==> config.mk <==
export PLATFORM = sky130hd
export DESIGN_NAME = voice_slot_allocator_core_flat
export DESIGN_NICKNAME = d
export VERILOG_FILES = /design/src/rtl/vsa_pkg.sv /design/src/rtl/vsa_if.sv /design/src/rtl/voice_slot_allocator_core.sv /design/src/rtl/vsa_ctrl.sv /design/src/rtl/vsa_datapath.sv /design/src/flat_wrapper.sv
export SDC_FILE = /design/constraint.sdc
export NUM_CORES = 1
export LEC_CHECK = 0
export BUFFER_PORTS_ARGS = -buffer_cell sky130_fd_sc_hd__buf_2
export CAP_MARGIN = 20
export CORE_AREA = 2 2 230 232
export DETAILED_ROUTE_END_ITERATION = 16
export DIE_AREA = 0 0 232 234
export PLACE_DENSITY = 0.75
export RECOVER_POWER = 100
export SLEW_MARGIN = 20
export SYNTH_ARGS = -nofsm -noshare
export SYNTH_HDL_FRONTEND = slang
export SYNTH_HIERARCHICAL = 1
export SYNTH_SLANG_ARGS = --single-unit
==> constraint.sdc <==
create_clock -name clk_i -period 9 [get_ports clk_i]
set_input_delay 0.9 -clock clk_i [delete_from_list [all_inputs] [get_ports clk_i]]
set_output_delay 0.9 -clock clk_i [all_outputs]
set_load 0.005 [all_outputs]
==> src/rtl/vsa_pkg.sv <==
package vsa_pkg;

  // fixed field widths
  localparam int unsigned WAIT_W  = 32;
  localparam int unsigned DUR_W   = 32;
  localparam int unsigned VOICE_W = 4;
  localparam int unsigned USED_W  = 5;

  // controller states
  typedef enum logic [1:0] {
    ST_IDLE,
    ST_SCAN,
    ST_FLUSH,
    ST_LOAD
  } state_e;

  // controller to datapath
  typedef struct packed {
    logic start;
    logic scan;
    logic load;
  } ctrl_cmd_t;

  // datapath to controller
  typedef struct packed {
    logic count_zero;
    logic scan_last;
    logic out_free;
  } ctrl_status_t;

endpackage

==> src/rtl/vsa_if.sv <==
// event channel
interface vsa_evt_if;
  logic                        valid;
  logic                        ready;
  logic [vsa_pkg::WAIT_W-1:0]  wait_time_ms;
  logic                        continues_voice;
  logic [vsa_pkg::VOICE_W-1:0] previous_voice;
  logic                        used_later;
  logic                        sets_graph;
  logic [vsa_pkg::DUR_W-1:0]   graph_duration_ms;

  modport source (
    output valid, wait_time_ms, continues_voice, previous_voice, used_later,
           sets_graph, graph_duration_ms,
    input  ready
  );
  modport sink (
    input  valid, wait_time_ms, continues_voice, previous_voice, used_later,
           sets_graph, graph_duration_ms,
    output ready
  );
endinterface

// result channel
interface vsa_res_if;
  logic                        valid;
  logic                        ready;
  logic [vsa_pkg::VOICE_W-1:0] voice_index;
  logic                        no_free_voice;
  logic [vsa_pkg::USED_W-1:0]  voices_used;

  modport source (
    output valid, voice_index, no_free_voice, voices_used,
    input  ready
  );
  modport sink (
    input  valid, voice_index, no_free_voice, voices_used,
    output ready
  );
endinterface

==> src/rtl/voice_slot_allocator_core.sv <==
// voice slot allocator
// evt_i takes one event per item (valid/ready); res_o returns one result per
// event: the slot chosen, a flag when no slot could be given, and the number
// of slots allocated so far.
// each event first counts down every allocated slot by its wait time in a
// sweep over the slot store, one slot per cycle on its single read port,
// while the lowest expired slot without a later-use mark is located.
// the sweep is skipped while no slot is allocated, and the next event is
// accepted in the cycle after the result is loaded.
// the result sits in an output register: a stalled receiver holds it there,
// and a following event is taken and swept meanwhile, waiting only for the
// register to free up before it loads its own result.
// reset empties the store logically (slot count zero) and clears all
// control state; the store itself needs no clearing, as slots are only
// read once allocated.
module voice_slot_allocator_core #(
  parameter int unsigned MAX_VOICES = 16
) (
  input  logic     clk_i,
  input  logic     rst_ni,
  vsa_evt_if.sink  evt_i,
  vsa_res_if.source res_o
);

  vsa_pkg::ctrl_cmd_t    cmd;
  vsa_pkg::ctrl_status_t status;
  logic                  evt_ready;

  // controller
  vsa_ctrl u_ctrl (
    .clk_i       (clk_i),
    .rst_ni      (rst_ni),
    .evt_valid_i (evt_i.valid),
    .evt_ready_o (evt_ready),
    .status_i    (status),
    .cmd_o       (cmd)
  );

  assign evt_i.ready = evt_ready;

  // datapath
  vsa_datapath #(
    .MAX_VOICES (MAX_VOICES)
  ) u_datapath (
    .clk_i               (clk_i),
    .rst_ni              (rst_ni),
    .cmd_i               (cmd),
    .status_o            (status),
    .wait_time_ms_i      (evt_i.wait_time_ms),
    .continues_voice_i   (evt_i.continues_voice),
    .previous_voice_i    (evt_i.previous_voice),
    .used_later_i        (evt_i.used_later),
    .sets_graph_i        (evt_i.sets_graph),
    .graph_duration_ms_i (evt_i.graph_duration_ms),
    .out_ready_i         (res_o.ready),
    .out_valid_o         (res_o.valid),
    .voice_index_o       (res_o.voice_index),
    .no_free_voice_o     (res_o.no_free_voice),
    .voices_used_o       (res_o.voices_used)
  );

endmodule

==> src/rtl/vsa_ctrl.sv <==
module vsa_ctrl (
  input  logic                  clk_i,
  input  logic                  rst_ni,
  input  logic                  evt_valid_i,
  output logic                  evt_ready_o,
  input  vsa_pkg::ctrl_status_t status_i,
  output vsa_pkg::ctrl_cmd_t    cmd_o
);

  vsa_pkg::state_e state_q, state_d;

  // state register
  always_ff @(posedge clk_i or negedge rst_ni) begin
    if (!rst_ni) begin
      state_q <= vsa_pkg::ST_IDLE;
    end else begin
      state_q <= state_d;
    end
  end

  // next state
  always_comb begin
    state_d = state_q;
    case (state_q)
      vsa_pkg::ST_IDLE: begin
        if (evt_valid_i) begin
          state_d = status_i.count_zero ? vsa_pkg::ST_LOAD : vsa_pkg::ST_SCAN;
        end
      end
      vsa_pkg::ST_SCAN: begin
        if (status_i.scan_last) begin
          state_d = vsa_pkg::ST_FLUSH;
        end
      end
      vsa_pkg::ST_FLUSH: begin
        state_d = vsa_pkg::ST_LOAD;
      end
      vsa_pkg::ST_LOAD: begin
        if (status_i.out_free) begin
          state_d = vsa_pkg::ST_IDLE;
        end
      end
      default: begin
        state_d = vsa_pkg::ST_IDLE;
      end
    endcase
  end

  // commands
  always_comb begin
    evt_ready_o = 1'b0;
    cmd_o       = '0;
    case (state_q)
      vsa_pkg::ST_IDLE: begin
        evt_ready_o = 1'b1;
        cmd_o.start = evt_valid_i;
      end
      vsa_pkg::ST_SCAN: begin
        cmd_o.scan = 1'b1;
      end
      vsa_pkg::ST_FLUSH: begin
        cmd_o = '0;
      end
      vsa_pkg::ST_LOAD: begin
        cmd_o.load = status_i.out_free;
      end
      default: begin
        cmd_o = '0;
      end
    endcase
  end

endmodule

==> src/rtl/vsa_datapath.sv <==
module vsa_datapath #(
  parameter int unsigned MAX_VOICES = 16
) (
  input  logic                        clk_i,
  input  logic                        rst_ni,
  input  vsa_pkg::ctrl_cmd_t          cmd_i,
  output vsa_pkg::ctrl_status_t       status_o,
  input  logic [vsa_pkg::WAIT_W-1:0]  wait_time_ms_i,
  input  logic                        continues_voice_i,
  input  logic [vsa_pkg::VOICE_W-1:0] previous_voice_i,
  input  logic                        used_later_i,
  input  logic                        sets_graph_i,
  input  logic [vsa_pkg::DUR_W-1:0]   graph_duration_ms_i,
  input  logic                        out_ready_i,
  output logic                        out_valid_o,
  output logic [vsa_pkg::VOICE_W-1:0] voice_index_o,
  output logic                        no_free_voice_o,
  output logic [vsa_pkg::USED_W-1:0]  voices_used_o
);

  localparam int unsigned IDX_W = (MAX_VOICES > 1) ? $clog2(MAX_VOICES) : 1;
  localparam int unsigned CNT_W = $clog2(MAX_VOICES + 1);
  localparam int unsigned ENT_W = vsa_pkg::DUR_W + 1;

  // latched item
  logic [vsa_pkg::WAIT_W-1:0]  wait_q;
  logic                        cont_q;
  logic [vsa_pkg::VOICE_W-1:0] prev_q;
  logic                        mark_q;
  logic                        graph_q;
  logic [vsa_pkg::DUR_W-1:0]   dur_q;

  // slot store: {later-use mark, remaining ms}
  logic [ENT_W-1:0] mem_q [MAX_VOICES];
  logic [ENT_W-1:0] rd_data_q;
  logic             mem_we;
  logic [IDX_W-1:0] mem_waddr;
  logic [ENT_W-1:0] mem_wdata;

  // sweep control
  logic [CNT_W-1:0] count_q, count_d;
  logic [CNT_W-1:0] scan_idx_q;
  logic             rd_pend_q;
  logic [IDX_W-1:0] rd_addr_q;
  logic             found_q;
  logic [IDX_W-1:0] found_idx_q;

  // result register
  logic                        out_valid_q;
  logic [vsa_pkg::VOICE_W-1:0] out_index_q;
  logic                        out_fail_q;
  logic [vsa_pkg::USED_W-1:0]  out_used_q;

  // countdown of the entry read back
  logic [vsa_pkg::DUR_W-1:0] rem;
  logic                      ent_mark;
  logic [vsa_pkg::DUR_W:0]   diff;
  logic [vsa_pkg::DUR_W-1:0] rem_next;
  logic                      free_hit;

  assign rem      = rd_data_q[vsa_pkg::DUR_W-1:0];
  assign ent_mark = rd_data_q[vsa_pkg::DUR_W];
  assign diff     = {1'b0, rem} - {1'b0, wait_q};
  assign rem_next = diff[vsa_pkg::DUR_W] ? '0 : diff[vsa_pkg::DUR_W-1:0];
  assign free_hit = rd_pend_q && !ent_mark && (rem_next == '0) && !found_q;

  // slot choice
  logic        prev_ok;
  logic        count_full;
  logic [31:0] prev_wide;
  logic        ld_we;
  logic        ld_fail;
  logic [IDX_W-1:0] ld_addr;
  logic [31:0] ld_slot_wide;
  logic [31:0] used_wide;

  assign prev_wide  = 32'(prev_q);
  assign prev_ok    = prev_wide < 32'(MAX_VOICES);
  assign count_full = count_q == CNT_W'(MAX_VOICES);
  assign used_wide  = 32'(count_d);

  always_comb begin
    ld_we        = 1'b0;
    ld_fail      = 1'b0;
    ld_addr      = found_idx_q;
    ld_slot_wide = '0;
    count_d      = count_q;
    if (cont_q) begin
      ld_slot_wide = prev_wide;
      ld_addr      = prev_wide[IDX_W-1:0];
      if (prev_ok) begin
        ld_we = 1'b1;
      end else begin
        ld_fail = 1'b1;
      end
    end else if (found_q) begin
      ld_we        = 1'b1;
      ld_addr      = found_idx_q;
      ld_slot_wide = 32'(found_idx_q);
    end else if (!count_full) begin
      ld_we        = 1'b1;
      ld_addr      = count_q[IDX_W-1:0];
      ld_slot_wide = 32'(count_q);
      count_d      = count_q + CNT_W'(1);
    end else begin
      ld_fail = 1'b1;
    end
  end

  // write port: sweep write-back or final slot load
  assign mem_we    = rd_pend_q || (cmd_i.load && ld_we);
  assign mem_waddr = rd_pend_q ? rd_addr_q : ld_addr;
  assign mem_wdata = rd_pend_q ? {ent_mark, rem_next}
                               : {mark_q, (graph_q ? dur_q : '0)};

  // slot store
  always_ff @(posedge clk_i) begin
    if (mem_we) begin
      mem_q[mem_waddr] <= mem_wdata;
    end
    if (cmd_i.scan) begin
      rd_data_q <= mem_q[scan_idx_q[IDX_W-1:0]];
    end
  end

  // item latch
  always_ff @(posedge clk_i) begin
    if (cmd_i.start) begin
      wait_q  <= wait_time_ms_i;
      cont_q  <= continues_voice_i;
      prev_q  <= previous_voice_i;
      mark_q  <= used_later_i;
      graph_q <= sets_graph_i;
      dur_q   <= graph_duration_ms_i;
    end
    rd_addr_q <= scan_idx_q[IDX_W-1:0];
    if (free_hit) begin
      found_idx_q <= rd_addr_q;
    end
    if (cmd_i.load) begin
      out_index_q <= ld_slot_wide[vsa_pkg::VOICE_W-1:0];
      out_fail_q  <= ld_fail;
      out_used_q  <= used_wide[vsa_pkg::USED_W-1:0];
    end
  end

  // sweep and count control
  always_ff @(posedge clk_i or negedge rst_ni) begin
    if (!rst_ni) begin
      count_q     <= '0;
      scan_idx_q  <= '0;
      rd_pend_q   <= 1'b0;
      found_q     <= 1'b0;
      out_valid_q <= 1'b0;
    end else begin
      rd_pend_q <= cmd_i.scan;
      if (cmd_i.start) begin
        scan_idx_q <= '0;
        found_q    <= 1'b0;
      end else begin
        if (cmd_i.scan) begin
          scan_idx_q <= scan_idx_q + CNT_W'(1);
        end
        if (free_hit) begin
          found_q <= 1'b1;
        end
      end
      if (cmd_i.load) begin
        count_q     <= count_d;
        out_valid_q <= 1'b1;
      end else if (out_ready_i) begin
        out_valid_q <= 1'b0;
      end
    end
  end

  // status
  assign status_o.count_zero = count_q == '0;
  assign status_o.scan_last  = (scan_idx_q + CNT_W'(1)) == count_q;
  assign status_o.out_free   = !out_valid_q || out_ready_i;

  assign out_valid_o     = out_valid_q;
  assign voice_index_o   = out_index_q;
  assign no_free_voice_o = out_fail_q;
  assign voices_used_o   = out_used_q;

endmodule

==> src/flat_wrapper.sv <==
// flat-port wrapper written by rule: the top's interface ports become plain ports
module voice_slot_allocator_core_flat 
#(
  parameter int unsigned MAX_VOICES = 16
)
  (clk_i, rst_ni, evt_i_valid, evt_i_wait_time_ms, evt_i_continues_voice, evt_i_previous_voice, evt_i_used_later, evt_i_sets_graph, evt_i_graph_duration_ms, evt_i_ready, res_o_valid, res_o_voice_index, res_o_no_free_voice, res_o_voices_used, res_o_ready);
  vsa_evt_if evt_i_i ();
  vsa_res_if res_o_i ();
  input  logic clk_i;
  input  logic rst_ni;
  input wire logic [$bits(evt_i_i.valid)-1:0] evt_i_valid;
  input wire logic [$bits(evt_i_i.wait_time_ms)-1:0] evt_i_wait_time_ms;
  input wire logic [$bits(evt_i_i.continues_voice)-1:0] evt_i_continues_voice;
  input wire logic [$bits(evt_i_i.previous_voice)-1:0] evt_i_previous_voice;
  input wire logic [$bits(evt_i_i.used_later)-1:0] evt_i_used_later;
  input wire logic [$bits(evt_i_i.sets_graph)-1:0] evt_i_sets_graph;
  input wire logic [$bits(evt_i_i.graph_duration_ms)-1:0] evt_i_graph_duration_ms;
  output wire logic [$bits(evt_i_i.ready)-1:0] evt_i_ready;
  output wire logic [$bits(res_o_i.valid)-1:0] res_o_valid;
  output wire logic [$bits(res_o_i.voice_index)-1:0] res_o_voice_index;
  output wire logic [$bits(res_o_i.no_free_voice)-1:0] res_o_no_free_voice;
  output wire logic [$bits(res_o_i.voices_used)-1:0] res_o_voices_used;
  input wire logic [$bits(res_o_i.ready)-1:0] res_o_ready;
  assign evt_i_i.valid = evt_i_valid;
  assign evt_i_i.wait_time_ms = evt_i_wait_time_ms;
  assign evt_i_i.continues_voice = evt_i_continues_voice;
  assign evt_i_i.previous_voice = evt_i_previous_voice;
  assign evt_i_i.used_later = evt_i_used_later;
  assign evt_i_i.sets_graph = evt_i_sets_graph;
  assign evt_i_i.graph_duration_ms = evt_i_graph_duration_ms;
  assign evt_i_ready = evt_i_i.ready;
  assign res_o_valid = res_o_i.valid;
  assign res_o_voice_index = res_o_i.voice_index;
  assign res_o_no_free_voice = res_o_i.no_free_voice;
  assign res_o_voices_used = res_o_i.voices_used;
  assign res_o_i.ready = res_o_ready;
  voice_slot_allocator_core #(.MAX_VOICES(MAX_VOICES)) u_core (.clk_i(clk_i), .rst_ni(rst_ni), .evt_i(evt_i_i), .res_o(res_o_i));
endmodule
# Word-level counts from Yosys, hierarchy flattened

Memories as Yosys holds them, arrays and structs flattened. A register that Yosys moved wholly into a read port is not among the register bits.
Cells that the tools add are included.

Add/subtract/negate cells: 3
Reduce and logical (&&, ||, !) cells: 16
Equal/unequal tests: 8
Muxes and demuxes: 38
Order comparisons: 1

Operator list:

| cell                | count |
|---|---|
| $mux 32             | 2 |
| $mux 33             | 1 |
| $sub 32x32->33      | 1 |
| $logic_not 32->1    | 1 |
| $mux 4              | 7 |
| $mux 5              | 5 |
| $mux 1              | 18 |
| $add 5x1->5 const B | 2 |
| $mux 2              | 4 |
| $pmux 2 s4          | 1 |
| $reduce_bool 2->1   | 3 |
| $eq 5x5->1          | 1 |
| $eq 5x5->1 const B  | 1 |
| $logic_not 5->1     | 1 |
| $lt 4x5->1 const B  | 1 |
| $eq 2x2->1 const B  | 2 |
| $logic_and 1x1->1   | 4 |
| $ne 2x2->1 const B  | 2 |
| $logic_not 1->1     | 3 |
| $reduce_and 3->1    | 1 |
| $eq 2x1->1 const B  | 1 |
| $logic_not 2->1     | 1 |
| $logic_or 1x1->1    | 2 |
| $ne 2x1->1 const B  | 1 |

Word-level logic and storage cells: 84
RAM bits: 528
Memories kept: 1
Input bits: 75
Output and inout port bits: 12
Flip-flop bits (word level): 104

Memories:

| name                    | depth | bits a word | read ports | clocked after memory_dff | wr ports | RTL line           | text |
|---|---|---|---|---|---|---|---|
| u_core.u_datapath.mem_q | 16    | 33          | 1          | 1                        | 1        | vsa_datapath.sv:34 | `logic [ENT_W-1:0] mem_q [MAX_VOICES];` |

# Longest topological paths before layout

Depth in word-level cells: 8
Mapped depth: 13
Gate-level depth less buffers: 13

# Cells and area by module

The synthesis kept the hierarchy.

By module, submodules not included:

| module       | area an instance (µm²) | cells an instance | seq. area each (µm²) | instances |
|---|---|---|---|---|
| vsa_datapath | 27057.2                | 1404              | 19804.0              | 1 |
| vsa_ctrl     | 176.4                  | 18                | 50.0                 | 1 |

# Least setup slack after synthesis

Ideal clock, no wire load.

Kind: input -> register
From: input res_o_ready
To: memory u_core/u_datapath/mem_q[6][0] in the netlist's numbering, enable pin
Setup time: 0.423 ns
Stages: 7
Required time: 8.577 ns
Buffers on the path: 1
Slack: 4.949 ns
Arrival time: 3.628 ns
Path through: nand2b_1 > and2_1 > clkbuf_1 > a21oi_1 > nand2b_1 > or2_2 > nor2_1

RTL lines:

| element     | RTL line           | text |
|---|---|---|
| from (decl) | flat_wrapper.sv:23 | `input wire logic [$bits(res_o_i.ready)-1:0] res_o_ready;` |
| to (decl)   | vsa_datapath.sv:34 |  |

# Worst setup path after layout

From: register u_core/u_datapath/wait_q[0] in the netlist's numbering
To: memory u_core/u_datapath/mem_q[14][29] in the netlist's numbering, data pin

Cells in the longest elaborated chain, start to end: 3

RTL lines:

| element                                   | RTL line            | text |
|---|---|---|
| from (decl)                               | vsa_datapath.sv:26  | `logic [vsa_pkg::WAIT_W-1:0] wait_q;` |
| from (signal assigned)                    | vsa_datapath.sv:129 | `wait_q <= wait_time_ms_i;` |
| $sub 32x32->33                            | vsa_datapath.sv:63  | `assign diff = {1'b0, rem} - {1'b0, wait_q};` |
| $mux 32                                   | vsa_datapath.sv:64  | `assign rem_next = diff[vsa_pkg::DUR_W] ? '0 : diff[vsa_pkg::DUR_W-1:0];` |
| $mux 33                                   | vsa_datapath.sv:113 | `assign mem_wdata = rd_pend_q ? {ent_mark, rem_next}` |
| named net u_core.u_datapath.mem_wdata[29] | vsa_datapath.sv:38  | `logic [ENT_W-1:0] mem_wdata;` |

The timed path passes the listed nets, and every way through them passes these cells.

==> metrics.md <==
| Metric | Value |
|---|---|
| Status | finished with violations |
| Violated checks | capacitance limit, slew limit |
| Reg2Reg Launch Point | u_core/u_datapath/wait_q[0] |
| Non-filler cells, final | about 2300 |
| Remaining antenna violation count | 0 |
| Final period demand of the worst path | 6.59 ns |
| Net Switching | around 3.5 mW |
| Flop pwr share | 0.430 |
| LEAKAGE | 10.0 nW |
| Via density | around 6.2 |
| First-pass GRT wire length | 91500 um |
| VDD IR max | about 0.00019 V |
| Largest net degree at the start of global routing | 94 |
| Fmax | between 0.15 and 0.2 GHz |
| Post-synthesis net count | 1539 |
| Ys async rst share | 0.0226 |
| Pre-CTS WS | ~4 ns |
| Nets | 1666 |
| Fin. Hold Viols | 0 |
| Synthesized area | 27200 um^2 |
| Post-CTS sizing | 0 |
| Area Overhead vs Synth | 12.1% |
| Vias | ~14000 |
| Distinct cell type count after synthesis | 73 |
| Mapped Cells | 1422 |
| Pre-Repair DR Iteration Count | 8 |
| Clock slew at reported path FFs | 0.06 ns |
| Combinational share of power | 0.319 |
| Placed instance count | 2159 |
| Worst Path Required | 9.12 ns |
| RSZ-0062 raised after global routing | no |
| Die X | 232 um |
| Yosys reg bits | 665 |
| Final setup vio count | 0 |
| Switching Share | 0.324 |
| Startpoint types | flip-flop |
| Mapped Avg Cell Area | around 19 um^2 |
| Register area | ~20000 um^2 |
| Power Internal | 7.31 mW |
| R2r setup slk | roughly 2.4 ns |
| Share of layout cells above drive strength 1 | 0.216 |
| Max-slew violation count | 870 |
| R2r endpoint | u_core/u_datapath/mem_q[14][29] |
| Power Density | ~350 nW/um^2 |
| I/O Buffers | 86 |
| Root Buffer | clkbuf_16 |
| Max-cap violations | 31 |
| Worst min-delay path class | input pin to asynchronous set/reset pin |
| Max-slew headroom | -1.92 |
| Cell depth of the worst flop-to-flop path | 10 |
| Initial DRC count | 2134 |
| Worst Path Arrival | 6.71 ns |
| Sequential area share after synthesis | 0.729 |
| Worst Max-Slew Pin Slew | 4.38 ns |
| Starting density of the core | 0.523 |
| DR DRC count | 0 |
| Max clock buf depth | 3 |
| # clock sinks | 665 |
| Die Ht | between 200 and 250 um |
| Core footprint | 52000 um^2 |
| Worst Skew | 0.0210 ns |
| H-tree Lvls | 3 |
| Final WS setup | 2.41 ns |
| Crit Path Max Fanout | 16 |
| Synth warn | 6 |
| Clock power frac | 0.250 |
| Setup Buffers After CTS | 0 |
| Antenna violations before repair | 2 |
| Period utilization | 0.733 |
| CTS Hold Bufs | 0 |
| Area of the multi-input gates | 6960 um^2 |
| Core Rows | 84 |
| DRT Wirelength | 62200 um |
| CTS Buf Count | 68 |
| Synth Flop Type | edfxtp_1 |
| Routed len/inst | between 20 and 30 um |
| Worst skew pair latency | approximately 0.61 ns |
| # IOs | 87 |
| Die area | 54300 um^2 |
| Final HPWL DP | 34300 um |
| TritonCTS clock tree | yes |
| Total GRT Usage | 0.236 |
| EDFF count, synth | between 600 and 700 |
| CP endpoint kind | flip-flop |
| Layout fillers | 3797 |
| Gpl congestion | between 0.9 and 1 |
| Total gr overflow | 0 |
| Post-route setup TNS | 0 ns |
| Vias in the first global route | about 14000 |
| Setup CP Type | flip-flop to flip-flop |
[synth_stat cells (all sizes together) (12+ instances only)]
library cell | count | area share
nand2b | 12 | 0.0028
o21ai | 40 | 0.0078
nand2 | 64 | 0.0088
dfrtp | 15 | 0.014
clkbuf | 43 | 0.0060
nor3 | 17 | 0.0031
a21oi | 46 | 0.0086
ha | 41 | 0.019
a22o | 16 | 0.0052
nor2 | 61 | 0.0084
nand3 | 13 | 0.0024
inv | 49 | 0.0068
xor2 | 18 | 0.0058
edfxtp | 646 | 0.71
mux4 | 165 | 0.14
buf | 19 | 0.0040
xnor2 | 17 | 0.0055
[flip-flops by register name (all words and copies together) (netlist names), 5 cells and up]
register                         cells
u_core/u_datapath/mem_q            528
u_core/u_datapath/wait_q            32
u_core/u_datapath/rd_data_q         33
u_core/u_datapath/dur_q             32
u_core/u_datapath/voices_used_o      5
u_core/u_datapath/scan_idx_q         5
u_core/u_datapath/count_q            5
[power by group through the flow]
stage | clock, mW | combinational (mW) | sequential, mW
2_1_floorplan | 0 | 2.50 | 4.50
3_3_place_gp | 0 | 3.32 | 4.66
3_5_place_dp | 0 | 3.41 | 4.69
4_1_cts | 2.76 | 3.44 | 4.63
5_1_grt | 2.87 | 3.73 | 4.71
6_report | 2.71 | 3.45 | 4.66
[cells in the final DEF (no fill, tap or decap), types with 5 or more instances in the layout]
master	count
a211oi_1	5
a21o_1	7
a21oi_1	45
a22o_1	16
a31oi_1	8
and2_1	5
and3_1	7
buf_2	66
clkbuf_1	70
clkbuf_16	71
clkinv_1	8
clkinv_2	6
dfrtp_1	14
edfxtp_1	646
ha_1	41
inv_1	49
mux2i_1	9
mux4_2	165
nand2_1	64
nand2b_1	12
nand3_1	13
nand3b_1	5
nand4_1	11
nor2_1	52
nor2_4	9
nor2b_1	6
nor3_1	17
nor4_1	6
o211ai_1	7
o21a_1	7
o21ai_0	39
xnor2_1	17
xor2_1	18
[metal layers]
| metal | vias up | wire, um | global-route usage |
|---|---|---|---|
| met5 | - | 0 | 0 |
| met4 | 0 | 1900 | 0.0797 |
| met3 | 133 | 6300 | 0.0511 |
| met2 | 802 | 29700 | 0.375 |
| met1 | 7242 | 24300 | 0.330 |
| li1 | 6038 | - | - |
[layout make-up]
class / count / share of cell area
sequential: 665 / 0.650
multi-input combinational: 646 / 0.228
clock buffer: 93 / 0.0612
tap: 688 / 0.0282
timing repair buffer: 119 / 0.0182
clock inverter: 25 / 0.00836
inverter: 49 / 0.00602
antenna: 1 / 0.0000819
[per-stage QoR]
stage / instance area, um^2 / hold WS, ns / power (mW) / utilization
4_1_cts: 30700 / 0.196 / 10.8 / 0.591
6_report: 30500 / 0.395 / 10.8 / 0.587
2_1_floorplan: 27200 / 0.364 / 7.00 / -
3_3_place_gp: 28600 / 0.418 / 7.98 / 0.550
5_1_grt: 30500 / 0.438 / 11.3 / 0.587
3_5_place_dp: 28600 / 0.422 / 8.10 / 0.550
[worst max-delay path by stage]
stage / end / start / slack [ns] / cells past startpoint
after floorplan: u_core/u_datapath/mem_q[6][0] / res_o_ready / 4.95 / 7
after global placement: u_core/u_datapath/mem_q[0][0] / u_core/u_datapath/wait_q[0] / 4.23 / 10
after detailed placement: u_core/u_datapath/mem_q[4][25] / u_core/u_datapath/wait_q[0] / 3.98 / 10
after CTS: u_core/u_datapath/mem_q[4][25] / u_core/u_datapath/wait_q[0] / 3.93 / 10
after global routing: u_core/u_datapath/mem_q[14][29] / u_core/u_datapath/wait_q[0] / 2.03 / 10
final: u_core/u_datapath/mem_q[14][29] / u_core/u_datapath/wait_q[0] / 2.41 / 10
[worst max-delay path: stages (launching register included)]
cell and delay [ns]:
edfxtp_1 0.41, ha_1 0.23, fa_1 0.41, nand2b_1 0.20, a21bo_1 0.23, a2111o_1 0.47
a2111oi_0 0.88, o21ai_0 0.41, o21ai_0 0.42, nand2_1 0.61, o41ai_1 1.84
[cell families after synthesis]
group / Yosys count / synth area share
XOR/XNOR: 35 / 0.0113
flip-flops: 665 / 0.729
multiplexers: 176 / 0.141
AND/OR/NAND/NOR: 227 / 0.0409
buffers and inverters: 111 / 0.0167
AO/OA/AOI/OAI: 166 / 0.0420
adder cells (fa/ha/maj): 42 / 0.0196
(Power assumes the default switching activity.)
